===== config.mk =====
export PLATFORM = sky130hd
export DESIGN_NAME = sorted_array_table
export DESIGN_NICKNAME = d
export VERILOG_FILES = /design/src/rtl/core/sat_pkg.sv /design/src/rtl/core/sat_ctrl.sv /design/src/rtl/core/sat_dpath.sv /design/src/rtl/core/sorted_array_table.sv
export VERILOG_INCLUDE_DIRS = /design/src /design/src/rtl/core
export SDC_FILE = /design/constraint.sdc
export NUM_CORES = 2
export LEC_CHECK = 0
export BUFFER_PORTS_ARGS = -buffer_cell sky130_fd_sc_hd__buf_2
export CAP_MARGIN = 20
export CORE_ASPECT_RATIO = 1.75
export CORE_MARGIN = 1
export CORE_UTILIZATION = 55
export CTS_BUF_LIST = sky130_fd_sc_hd__clkbuf_8
export CTS_CLUSTER_SIZE = 10
export DETAILED_ROUTE_END_ITERATION = 10
export PLACE_DENSITY = 0.79
export SETUP_SLACK_MARGIN = 0.2
export SLEW_MARGIN = 10
export SYNTH_ARGS = -nofsm -noshare
export SYNTH_HDL_FRONTEND = slang
export SYNTH_SLANG_ARGS = --single-unit

===== constraint.sdc =====
create_clock -name i_clk -period 21.3 [get_ports i_clk]
set_input_delay 2.13 -clock i_clk [delete_from_list [all_inputs] [get_ports i_clk]]
set_output_delay 2.13 -clock i_clk [all_outputs]
set_load 0.05 [all_outputs]

===== src/rtl/core/sorted_array_table_macros.svh =====
// ----------------------------------------------------------------------------
// Sorted array table assertion macros
// Shared concurrent assertion forms, clocked on i_clk, held off in reset.
// ----------------------------------------------------------------------------
`ifndef SORTED_ARRAY_TABLE_MACROS_SVH
`define SORTED_ARRAY_TABLE_MACROS_SVH

// same-cycle implication
`define SAT_ASSERT_NOW(label, ante, cons) \
    label: assert property (@(posedge i_clk) disable iff (!i_rst_n) (ante) |-> (cons)) \
        else $error("sorted_array_table assertion failed");

// next-cycle implication
`define SAT_ASSERT_NEXT(label, ante, cons) \
    label: assert property (@(posedge i_clk) disable iff (!i_rst_n) (ante) |=> (cons)) \
        else $error("sorted_array_table assertion failed");

`endif


===== src/rtl/core/sat_pkg.sv =====
// ----------------------------------------------------------------------------
// Sorted array table package
// Default sizes, operation and status codes, controller command word.
// ----------------------------------------------------------------------------
package sat_pkg;

    localparam int DEPTH_DEF        = 16;
    localparam int KEY_BITS_DEF     = 32;
    localparam int PAYLOAD_BITS_DEF = 32;

    typedef enum logic [1:0] {
        KIND_INSERT = 2'd0,
        KIND_REMOVE = 2'd1,
        KIND_READ   = 2'd2
    } t_kind;

    typedef enum logic [1:0] {
        ST_OK      = 2'd0,
        ST_FULL    = 2'd1,
        ST_BAD_POS = 2'd2
    } t_status;

    typedef struct packed {
        logic load;
        logic apply;
    } t_cmd;

endpackage


===== src/rtl/core/sat_ctrl.sv =====
// ----------------------------------------------------------------------------
// Sorted array table controller
// Two-state sequencer: take a word, then commit it to the datapath.
// ----------------------------------------------------------------------------
module sat_ctrl (
    input  logic          i_clk,
    input  logic          i_rst_n,
    input  logic          start,
    output logic          busy,
    output sat_pkg::t_cmd o_cmd
);
    import sat_pkg::*;

    typedef enum logic {
        S_IDLE,
        S_APPLY
    } t_state;

    t_state r_state;
    logic   r_busy;

    assign busy        = r_busy;
    assign o_cmd.load  = start && !r_busy;
    assign o_cmd.apply = (r_state == S_APPLY);

    always_ff @(posedge i_clk) begin
        if (!i_rst_n) begin
            r_state <= S_IDLE;
            r_busy  <= 1'b0;
        end else begin
            case (r_state)
                S_IDLE: begin
                    if (start) begin
                        r_state <= S_APPLY;
                        r_busy  <= 1'b1;
                    end
                end
                S_APPLY: begin
                    r_state <= S_IDLE;
                    r_busy  <= 1'b0;
                end
                default: begin
                    r_state <= S_IDLE;
                    r_busy  <= 1'b0;
                end
            endcase
        end
    end

endmodule


===== src/rtl/core/sat_dpath.sv =====
// ----------------------------------------------------------------------------
// Sorted array table datapath
// Row of key/payload cells with parallel compare, insert shift and remove
// shift, entry count and registered result word.
// ----------------------------------------------------------------------------
`include "sorted_array_table_macros.svh"

module sat_dpath #(
    parameter int DEPTH        = sat_pkg::DEPTH_DEF,
    parameter int KEY_BITS     = sat_pkg::KEY_BITS_DEF,
    parameter int PAYLOAD_BITS = sat_pkg::PAYLOAD_BITS_DEF,
    parameter int POS_BITS     = $clog2(DEPTH),
    parameter int CNT_BITS     = $clog2(DEPTH + 1)
) (
    input  logic                    i_clk,
    input  logic                    i_rst_n,
    input  sat_pkg::t_cmd           i_cmd,
    input  logic [1:0]              i_kind,
    input  logic [KEY_BITS-1:0]     i_new_key,
    input  logic [PAYLOAD_BITS-1:0] i_new_payload,
    input  logic [POS_BITS-1:0]     i_position,
    output logic                    o_done,
    output logic [1:0]              o_status,
    output logic [POS_BITS-1:0]     o_where_placed,
    output logic [KEY_BITS-1:0]     o_out_key,
    output logic [PAYLOAD_BITS-1:0] o_out_payload,
    output logic [CNT_BITS-1:0]     o_entry_count
);
    import sat_pkg::*;

    localparam logic [CNT_BITS-1:0] FULL_CNT = CNT_BITS'(DEPTH);

    logic [KEY_BITS-1:0]     r_key [DEPTH];
    logic [PAYLOAD_BITS-1:0] r_pay [DEPTH];
    logic [KEY_BITS-1:0]     n_key [DEPTH];
    logic [PAYLOAD_BITS-1:0] n_pay [DEPTH];
    logic [DEPTH-1:0]        r_lt;
    logic [DEPTH-1:0]        n_lt;
    logic [DEPTH-1:0]        w_hit;
    logic [CNT_BITS-1:0]     r_count;
    logic [CNT_BITS-1:0]     n_count;

    t_kind                   r_kind;
    logic [KEY_BITS-1:0]     r_in_key;
    logic [PAYLOAD_BITS-1:0] r_in_pay;
    logic [POS_BITS-1:0]     r_pos;

    logic                    r_done;
    logic [1:0]              r_status;
    logic [POS_BITS-1:0]     r_placed;
    logic [KEY_BITS-1:0]     r_out_key;
    logic [PAYLOAD_BITS-1:0] r_out_pay;
    t_status                 n_status;
    logic [POS_BITS-1:0]     n_placed;
    logic [KEY_BITS-1:0]     n_out_key;
    logic [PAYLOAD_BITS-1:0] n_out_pay;

    logic w_full;
    logic w_bad;

    // compare every live cell against the incoming key
    always_comb begin
        for (int i = 0; i < DEPTH; i++) begin
            n_lt[i] = (CNT_BITS'(i) < r_count) && (r_key[i] < i_new_key);
        end
    end

    // first cell that is not below the new key
    always_comb begin
        for (int i = 0; i < DEPTH; i++) begin
            if (i == 0) begin
                w_hit[i] = !r_lt[i];
            end else begin
                w_hit[i] = !r_lt[i] && r_lt[i-1];
            end
        end
    end

    assign w_full = (r_count == FULL_CNT);
    assign w_bad  = ({{(CNT_BITS-POS_BITS){1'b0}}, r_pos} >= r_count);

    always_comb begin
        n_placed = '0;
        for (int i = 0; i < DEPTH; i++) begin
            n_placed = n_placed | (w_hit[i] ? POS_BITS'(i) : '0);
        end

        for (int i = 0; i < DEPTH; i++) begin
            n_key[i] = r_key[i];
            n_pay[i] = r_pay[i];
        end
        n_count   = r_count;
        n_status  = ST_OK;
        n_out_key = '0;
        n_out_pay = '0;

        case (r_kind)
            KIND_INSERT: begin
                if (w_full) begin
                    n_status = ST_FULL;
                    n_placed = '0;
                end else begin
                    for (int i = 0; i < DEPTH; i++) begin
                        if (w_hit[i]) begin
                            n_key[i] = r_in_key;
                            n_pay[i] = r_in_pay;
                        end else if (i > 0 && !r_lt[i-1]) begin
                            n_key[i] = r_key[i-1];
                            n_pay[i] = r_pay[i-1];
                        end
                    end
                    n_count = r_count + 1'b1;
                end
            end
            KIND_REMOVE, KIND_READ: begin
                n_placed = '0;
                if (w_bad) begin
                    n_status = ST_BAD_POS;
                end else begin
                    n_out_key = r_key[r_pos];
                    n_out_pay = r_pay[r_pos];
                    if (r_kind == KIND_REMOVE) begin
                        for (int i = 0; i < DEPTH - 1; i++) begin
                            if (POS_BITS'(i) >= r_pos) begin
                                n_key[i] = r_key[i+1];
                                n_pay[i] = r_pay[i+1];
                            end
                        end
                        n_count = r_count - 1'b1;
                    end
                end
            end
            default: begin
                n_placed = '0;
            end
        endcase
    end

    always_ff @(posedge i_clk) begin
        if (!i_rst_n) begin
            r_count <= '0;
            r_done  <= 1'b0;
        end else begin
            r_done <= i_cmd.apply;
            if (i_cmd.apply) begin
                r_count <= n_count;
            end
        end
    end

    always_ff @(posedge i_clk) begin
        if (i_cmd.load) begin
            r_kind   <= t_kind'(i_kind);
            r_in_key <= i_new_key;
            r_in_pay <= i_new_payload;
            r_pos    <= i_position;
            r_lt     <= n_lt;
        end
        if (i_cmd.apply) begin
            for (int i = 0; i < DEPTH; i++) begin
                r_key[i] <= n_key[i];
                r_pay[i] <= n_pay[i];
            end
            r_status  <= n_status;
            r_placed  <= n_placed;
            r_out_key <= n_out_key;
            r_out_pay <= n_out_pay;
        end
    end

    assign o_done         = r_done;
    assign o_status       = r_status;
    assign o_where_placed = r_placed;
    assign o_out_key      = r_out_key;
    assign o_out_payload  = r_out_pay;
    assign o_entry_count  = r_count;

    `SAT_ASSERT_NOW(a_count_max, 1'b1, r_count <= FULL_CNT)
    `SAT_ASSERT_NOW(a_full_count, r_done && (r_status == ST_FULL), r_count == FULL_CNT)
    `SAT_ASSERT_NEXT(a_insert_grows, i_cmd.apply && (r_kind == KIND_INSERT) && !w_full,
        r_count == CNT_BITS'($past(r_count) + 1'b1))

endmodule


===== src/rtl/core/sorted_array_table.sv =====
// ----------------------------------------------------------------------------
// Sorted array table
// Up to DEPTH key/payload entries kept in ascending key order; insert,
// remove at position and read at position.
// ----------------------------------------------------------------------------
// Raise start with a word while busy is low; the word is taken at that edge.
// busy is high for the next cycle, in which every cell has already compared
// its key and the table shifts; in the cycle after that o_done pulses for
// one cycle with the result, and busy is low again, so a new word may be
// started then. A word goes through the compare stage across all cells, then
// the shift stage. The result is on the ports from the o_done strobe until the
// next word applies, and cannot be held off; capture it then.
// ----------------------------------------------------------------------------
module sorted_array_table #(
    parameter int DEPTH        = sat_pkg::DEPTH_DEF,
    parameter int KEY_BITS     = sat_pkg::KEY_BITS_DEF,
    parameter int PAYLOAD_BITS = sat_pkg::PAYLOAD_BITS_DEF,
    parameter int POS_BITS     = $clog2(DEPTH),
    parameter int CNT_BITS     = $clog2(DEPTH + 1)
) (
    input  logic                    i_clk,
    input  logic                    i_rst_n,
    input  logic                    start,
    output logic                    busy,
    input  logic [1:0]              i_kind,
    input  logic [KEY_BITS-1:0]     i_new_key,
    input  logic [PAYLOAD_BITS-1:0] i_new_payload,
    input  logic [POS_BITS-1:0]     i_position,
    output logic                    o_done,
    output logic [1:0]              o_status,
    output logic [POS_BITS-1:0]     o_where_placed,
    output logic [KEY_BITS-1:0]     o_out_key,
    output logic [PAYLOAD_BITS-1:0] o_out_payload,
    output logic [CNT_BITS-1:0]     o_entry_count
);
    import sat_pkg::*;

    t_cmd w_cmd;

    sat_ctrl u_ctrl (
        .i_clk   (i_clk),
        .i_rst_n (i_rst_n),
        .start   (start),
        .busy    (busy),
        .o_cmd   (w_cmd)
    );

    sat_dpath #(
        .DEPTH        (DEPTH),
        .KEY_BITS     (KEY_BITS),
        .PAYLOAD_BITS (PAYLOAD_BITS),
        .POS_BITS     (POS_BITS),
        .CNT_BITS     (CNT_BITS)
    ) u_dpath (
        .i_clk          (i_clk),
        .i_rst_n        (i_rst_n),
        .i_cmd          (w_cmd),
        .i_kind         (i_kind),
        .i_new_key      (i_new_key),
        .i_new_payload  (i_new_payload),
        .i_position     (i_position),
        .o_done         (o_done),
        .o_status       (o_status),
        .o_where_placed (o_where_placed),
        .o_out_key      (o_out_key),
        .o_out_payload  (o_out_payload),
        .o_entry_count  (o_entry_count)
    );

endmodule

==> run_summary.xml <==
<?xml version="1.0" encoding="UTF-8"?>
<metrics>
  <group name="floorplan">
    <metric name="floorplan.die.width" unit="um">281</metric>
    <metric name="effective_utilization_at_floorplan" unit="">0.554</metric>
    <metric name="die-area" unit="mm2">0.138</metric>
    <metric name="fp.dieH" unit="um">491</metric>
    <metric name="core_region" unit="mm2">0.136</metric>
    <metric name="rows" unit="">179</metric>
    <metric name="design.portCount" unit="">150</metric>
  </group>
  <group name="clock_tree">
    <metric name="path_clk_slew" unit="ps">70</metric>
    <metric name="cts_htree_levels" unit="">4</metric>
    <metric name="numCtsBuffers" unit="">177</metric>
    <metric name="total_of_cells_resized_after_clock_tree_synthesis" unit="">0</metric>
    <metric name="tritoncts" unit="">built</metric>
    <metric name="hold_fix_buffers_at_cts" unit="">0</metric>
    <metric name="max-clock-path-buffers" unit="">3</metric>
    <metric name="cts-root-buf" unit="">sky130_fd_sc_hd__clkbuf_8</metric>
    <metric name="cts_num_sinks" unit="">1188</metric>
    <metric name="clock_insertion_delay_worst_skew" unit="ps">960</metric>
    <metric name="number_of_buffers_inserted_to_repair_setup_after_cts" unit="">0</metric>
  </group>
  <group name="layout">
    <metric name="syn2layout_area_growth" unit="%">7.60</metric>
    <metric name="most_common_cell_after_layout_fill_and_taps_aside" unit="">sky130_fd_sc_hd__nand2_1</metric>
    <metric name="layout-drive-gt1-share" unit="">0.128</metric>
    <metric name="post-route-cell-area" unit="mm2">0.0809</metric>
    <metric name="layout.cells.most_common_list" unit="">sky130_fd_sc_hd__nand2_1 (1315), sky130_fd_sc_hd__edfxtp_1 (1180), sky130_fd_sc_hd__o21ai_0 (1031)</metric>
    <metric name="fin_nets" unit="">7055</metric>
  </group>
  <group name="grt">
    <metric name="grt_pass1_vias" unit="">58700</metric>
    <metric name="maximum_number_of_pins_on_one_net_before_global_route_repair" unit="">262</metric>
    <metric name="globalRouteOverflowTotal" unit="">0</metric>
    <metric name="grt_pass1_wl" unit="um">390000</metric>
    <metric name="number_of_antenna_violations_at_the_first_check_in_global_routing" unit="">12</metric>
    <metric name="grtUsageTotal" unit="">0.385</metric>
  </group>
  <group name="worst_setup_path">
    <metric name="cp_data_required_time" unit="ps">21950</metric>
    <metric name="critical_path.slowest_cell" unit="">sky130_fd_sc_hd__nand2_4</metric>
    <metric name="path_common_cell" unit="">sky130_fd_sc_hd__buf_4</metric>
    <metric name="crit_chain" unit="">inv_1 &gt; ha_1 &gt; nand3_4 &gt; nand2_4 &gt; buf_4 &gt; buf_12 &gt; buf_4 &gt; buf_16 &gt; o21ai_0</metric>
    <metric name="start_to_end_type_of_the_worst_setup_path" unit="">flop to flop</metric>
    <metric name="critPathMaxStageDelay" unit="ps">960</metric>
    <metric name="endpoint_kind" unit="">flop</metric>
    <metric name="critPathArrivalTime" unit="ps">5890</metric>
    <metric name="top_fanout_value_on_the_critical_path" unit="">261</metric>
    <metric name="startpoint_type" unit="">flop</metric>
  </group>
  <group name="drt">
    <metric name="initialDrtViolationCount" unit="">8519</metric>
    <metric name="route.met2.wl" unit="um">125000</metric>
    <metric name="uppermost_layer_routed" unit="">met5</metric>
    <metric name="routed_via_density" unit="">7.04</metric>
    <metric name="met3RoutedLength" unit="um">26900</metric>
    <metric name="detailedRoute.firstPassIterationCount" unit="">6</metric>
    <metric name="met1_length" unit="um">89100</metric>
    <metric name="wirelength" unit="um">268000</metric>
    <metric name="antenna_violating_nets_post_route" unit="">0</metric>
    <metric name="drt-wirelength-per-cell" unit="um">31.7</metric>
    <metric name="dr_total_vias" unit="">59400</metric>
    <metric name="post-route-drc-count" unit="">0</metric>
  </group>
  <group name="logic_synthesis">
    <metric name="yosys_warnings" unit="">0</metric>
    <metric name="synth.area.mux_share" unit="">0.216</metric>
    <metric name="async_s_r_ff_share_synth" unit="">0</metric>
    <metric name="yosys.area_share.adder" unit="">0.0843</metric>
    <metric name="ys_dominant_reg_cell" unit="">sky130_fd_sc_hd__edfxtp_1</metric>
    <metric name="main_combinational_cell_family_by_area_after_synthesis" unit="">multiplexers</metric>
    <metric name="synth.yosys.seq_area_share" unit="">0.474</metric>
    <metric name="synth_cells" unit="">6554</metric>
    <metric name="synth_xor_area_frac" unit="">0.000117</metric>
    <metric name="ys_seq_elements" unit="">1188</metric>
    <metric name="synth.distinct_cells" unit="">59</metric>
    <metric name="mappedNetlistArea" unit="mm2">0.0751</metric>
    <metric name="syn-num-nets" unit="">7133</metric>
    <metric name="syn-mean-instance-area" unit="um2">11.5</metric>
    <metric name="synth-compound-area-share" unit="">0.103</metric>
    <metric name="synth_edf_count" unit="">1180</metric>
    <metric name="synth-simple-area-share" unit="">0.0932</metric>
  </group>
  <group name="sta">
    <metric name="setup_tns" unit="ps">0</metric>
    <metric name="timing.slew.headroom" unit="">0.124</metric>
    <metric name="slew_violations" unit="">0</metric>
    <metric name="final-setup-viol-count" unit="">0</metric>
    <metric name="rsz0062_at_grt" unit="">no</metric>
    <metric name="worst_pin_slew" unit="ps">1310</metric>
    <metric name="report.final.hold_viol_count" unit="">0</metric>
    <metric name="timing.final.crit_share" unit="">0.246</metric>
    <metric name="clock_skew" unit="ps">56.9</metric>
    <metric name="post-route-min-period" unit="ps">5250</metric>
    <metric name="fmax" unit="MHz">191</metric>
  </group>
  <group name="hold_path">
    <metric name="worstHoldPathType" unit="">flop to flop</metric>
  </group>
  <group name="run_status">
    <metric name="outcome" unit="">complete, no violations</metric>
  </group>
  <group name="pwr">
    <metric name="p_leak" unit="nW">33.3</metric>
    <metric name="power_per_cell_area" unit="mW/mm2">72.3</metric>
    <metric name="vdd_drop_max" unit="V">0.0000503</metric>
  </group>
  <group name="place">
    <metric name="final_hpwl_dp" unit="um">164000</metric>
    <metric name="gp_congestion" unit="">0.996</metric>
    <metric name="placement.io_buffers" unit="">149</metric>
    <metric name="placedInstanceArea" unit="mm2">0.0772</metric>
  </group>
  <group name="job">
    <metric name="drv_cap" unit="">0</metric>
  </group>
</metrics>
-- cell type report --
| class | instances | area (um2) |
|---|---|---|
| clock buffer | 184 | 2530 |
| multi-input combinational | 4818 | 37700 |
| tap | 1810 | 2260 |
| fill | 10900 | 54900 |
| inverter | 49 | 184 |
| timing repair buffer | 242 | 1560 |
| antenna | 6 | 15.0 |
| sequential | 1188 | 35600 |
| clock inverter | 141 | 987 |
-- logic make-up (layout without fill, tap and decap cells) --
kind of cell,Yosys count,in the layout
simple gates,1668,1668
compound gates,1425,1425
mux,1218,1218
flops,1188,1188
buf+inv,548,616
fa+ha+maj,506,506
xor+xnor,1,1
other cells,0,6
-- Yosys cell counts (16+ instances only) --
cell | number | area share
sky130_fd_sc_hd__a211oi_1 | 16 | 0.0016
sky130_fd_sc_hd__a21o_1 | 89 | 0.0089
sky130_fd_sc_hd__a21oi_1 | 165 | 0.011
sky130_fd_sc_hd__and3_1 | 69 | 0.0057
sky130_fd_sc_hd__and4_1 | 32 | 0.0037
sky130_fd_sc_hd__buf_1 | 52 | 0.0026
sky130_fd_sc_hd__buf_2 | 32 | 0.0021
sky130_fd_sc_hd__buf_6 | 19 | 0.0028
sky130_fd_sc_hd__clkbuf_1 | 395 | 0.020
sky130_fd_sc_hd__edfxtp_1 | 1180 | 0.47
sky130_fd_sc_hd__ha_1 | 506 | 0.084
sky130_fd_sc_hd__inv_1 | 49 | 0.0024
sky130_fd_sc_hd__mux2i_1 | 898 | 0.12
sky130_fd_sc_hd__mux4_2 | 320 | 0.096
sky130_fd_sc_hd__nand2_1 | 1317 | 0.066
sky130_fd_sc_hd__nand2b_1 | 26 | 0.0022
sky130_fd_sc_hd__nand3_1 | 38 | 0.0025
sky130_fd_sc_hd__nand4_1 | 59 | 0.0049
sky130_fd_sc_hd__nor2_1 | 68 | 0.0034
sky130_fd_sc_hd__nor2b_1 | 21 | 0.0017
sky130_fd_sc_hd__o21ai_0 | 1031 | 0.069
-- worst max-delay path, delay by kind of cell, from the launching register on --
kind / cells / cell delay (ps)
simple gates: 2 / 1550
flops: 1 / 450
buf+inv: 5 / 2330
fa+ha+maj: 1 / 250
compound gates: 1 / 170
-- per-stage QoR --
stage	setup slack, ps	utilization	hold WS, ps	std cells	total power (W)
floorplan	7830	-	520	6554	0.00354
global placement	15360	0.569	532	8101	0.00386
detailed placement	15620	0.569	540	8103	0.00389
CTS	15630	0.595	568	8428	0.00581
global route	15620	0.596	600	8435	0.00600
finish	16050	0.596	570	8438	0.00585
-- state kept, by name, indices dropped and copies added, names as in the netlist --
name / count
u_dpath.r_in_key: 32
u_dpath.r_pos: 4
u_dpath.r_in_pay: 32
u_dpath.o_status: 2
u_dpath.r_kind: 2
u_ctrl.r_state: 1
u_dpath.o_out_payload: 32
u_ctrl.busy: 1
u_dpath.r_pay: 512
u_dpath.o_out_key: 32
u_dpath.r_key: 512
u_dpath.o_done: 1
u_dpath.o_where_placed: 4
u_dpath.o_entry_count: 5
u_dpath.r_lt: 16
-- power by group --
group	switching, W	internal [W]
Combinational	0.000686	0.000367
Clock	0.00100	0.000957
Sequential	0.000118	0.00272
-- per-layer routing --
metal / GRT usage / vias to the layer above
li1: - / 24700
met1: 0.454 / 29000
met2: 0.606 / 4420
met3: 0.0772 / 1234
met4: 0.320 / 14
met5: 0 / -
-- worst paths after layout --
| path | cells after the start | start | slack (ps) | endpoint |
|---|---|---|---|---|
| worst max-delay path | 9 | u_dpath.o_entry_count[1]$_SDFFE_PN0P_ | 16050 | u_dpath.r_pay[2][22]$_DFFE_PP_ |
| worst min-delay path | 2 | u_dpath.r_pay[15][4]$_DFFE_PP_ | 570 | u_dpath.r_pay[14][4]$_DFFE_PP_ |
| worst max register to register | 9 | u_dpath.o_entry_count[1]$_SDFFE_PN0P_ | 16050 | u_dpath.r_pay[2][22]$_DFFE_PP_ |
| worst min register to register | 2 | u_dpath.r_pay[15][4]$_DFFE_PP_ | 570 | u_dpath.r_pay[14][4]$_DFFE_PP_ |
No activity file was read; power rests on OpenSTA's default activity.
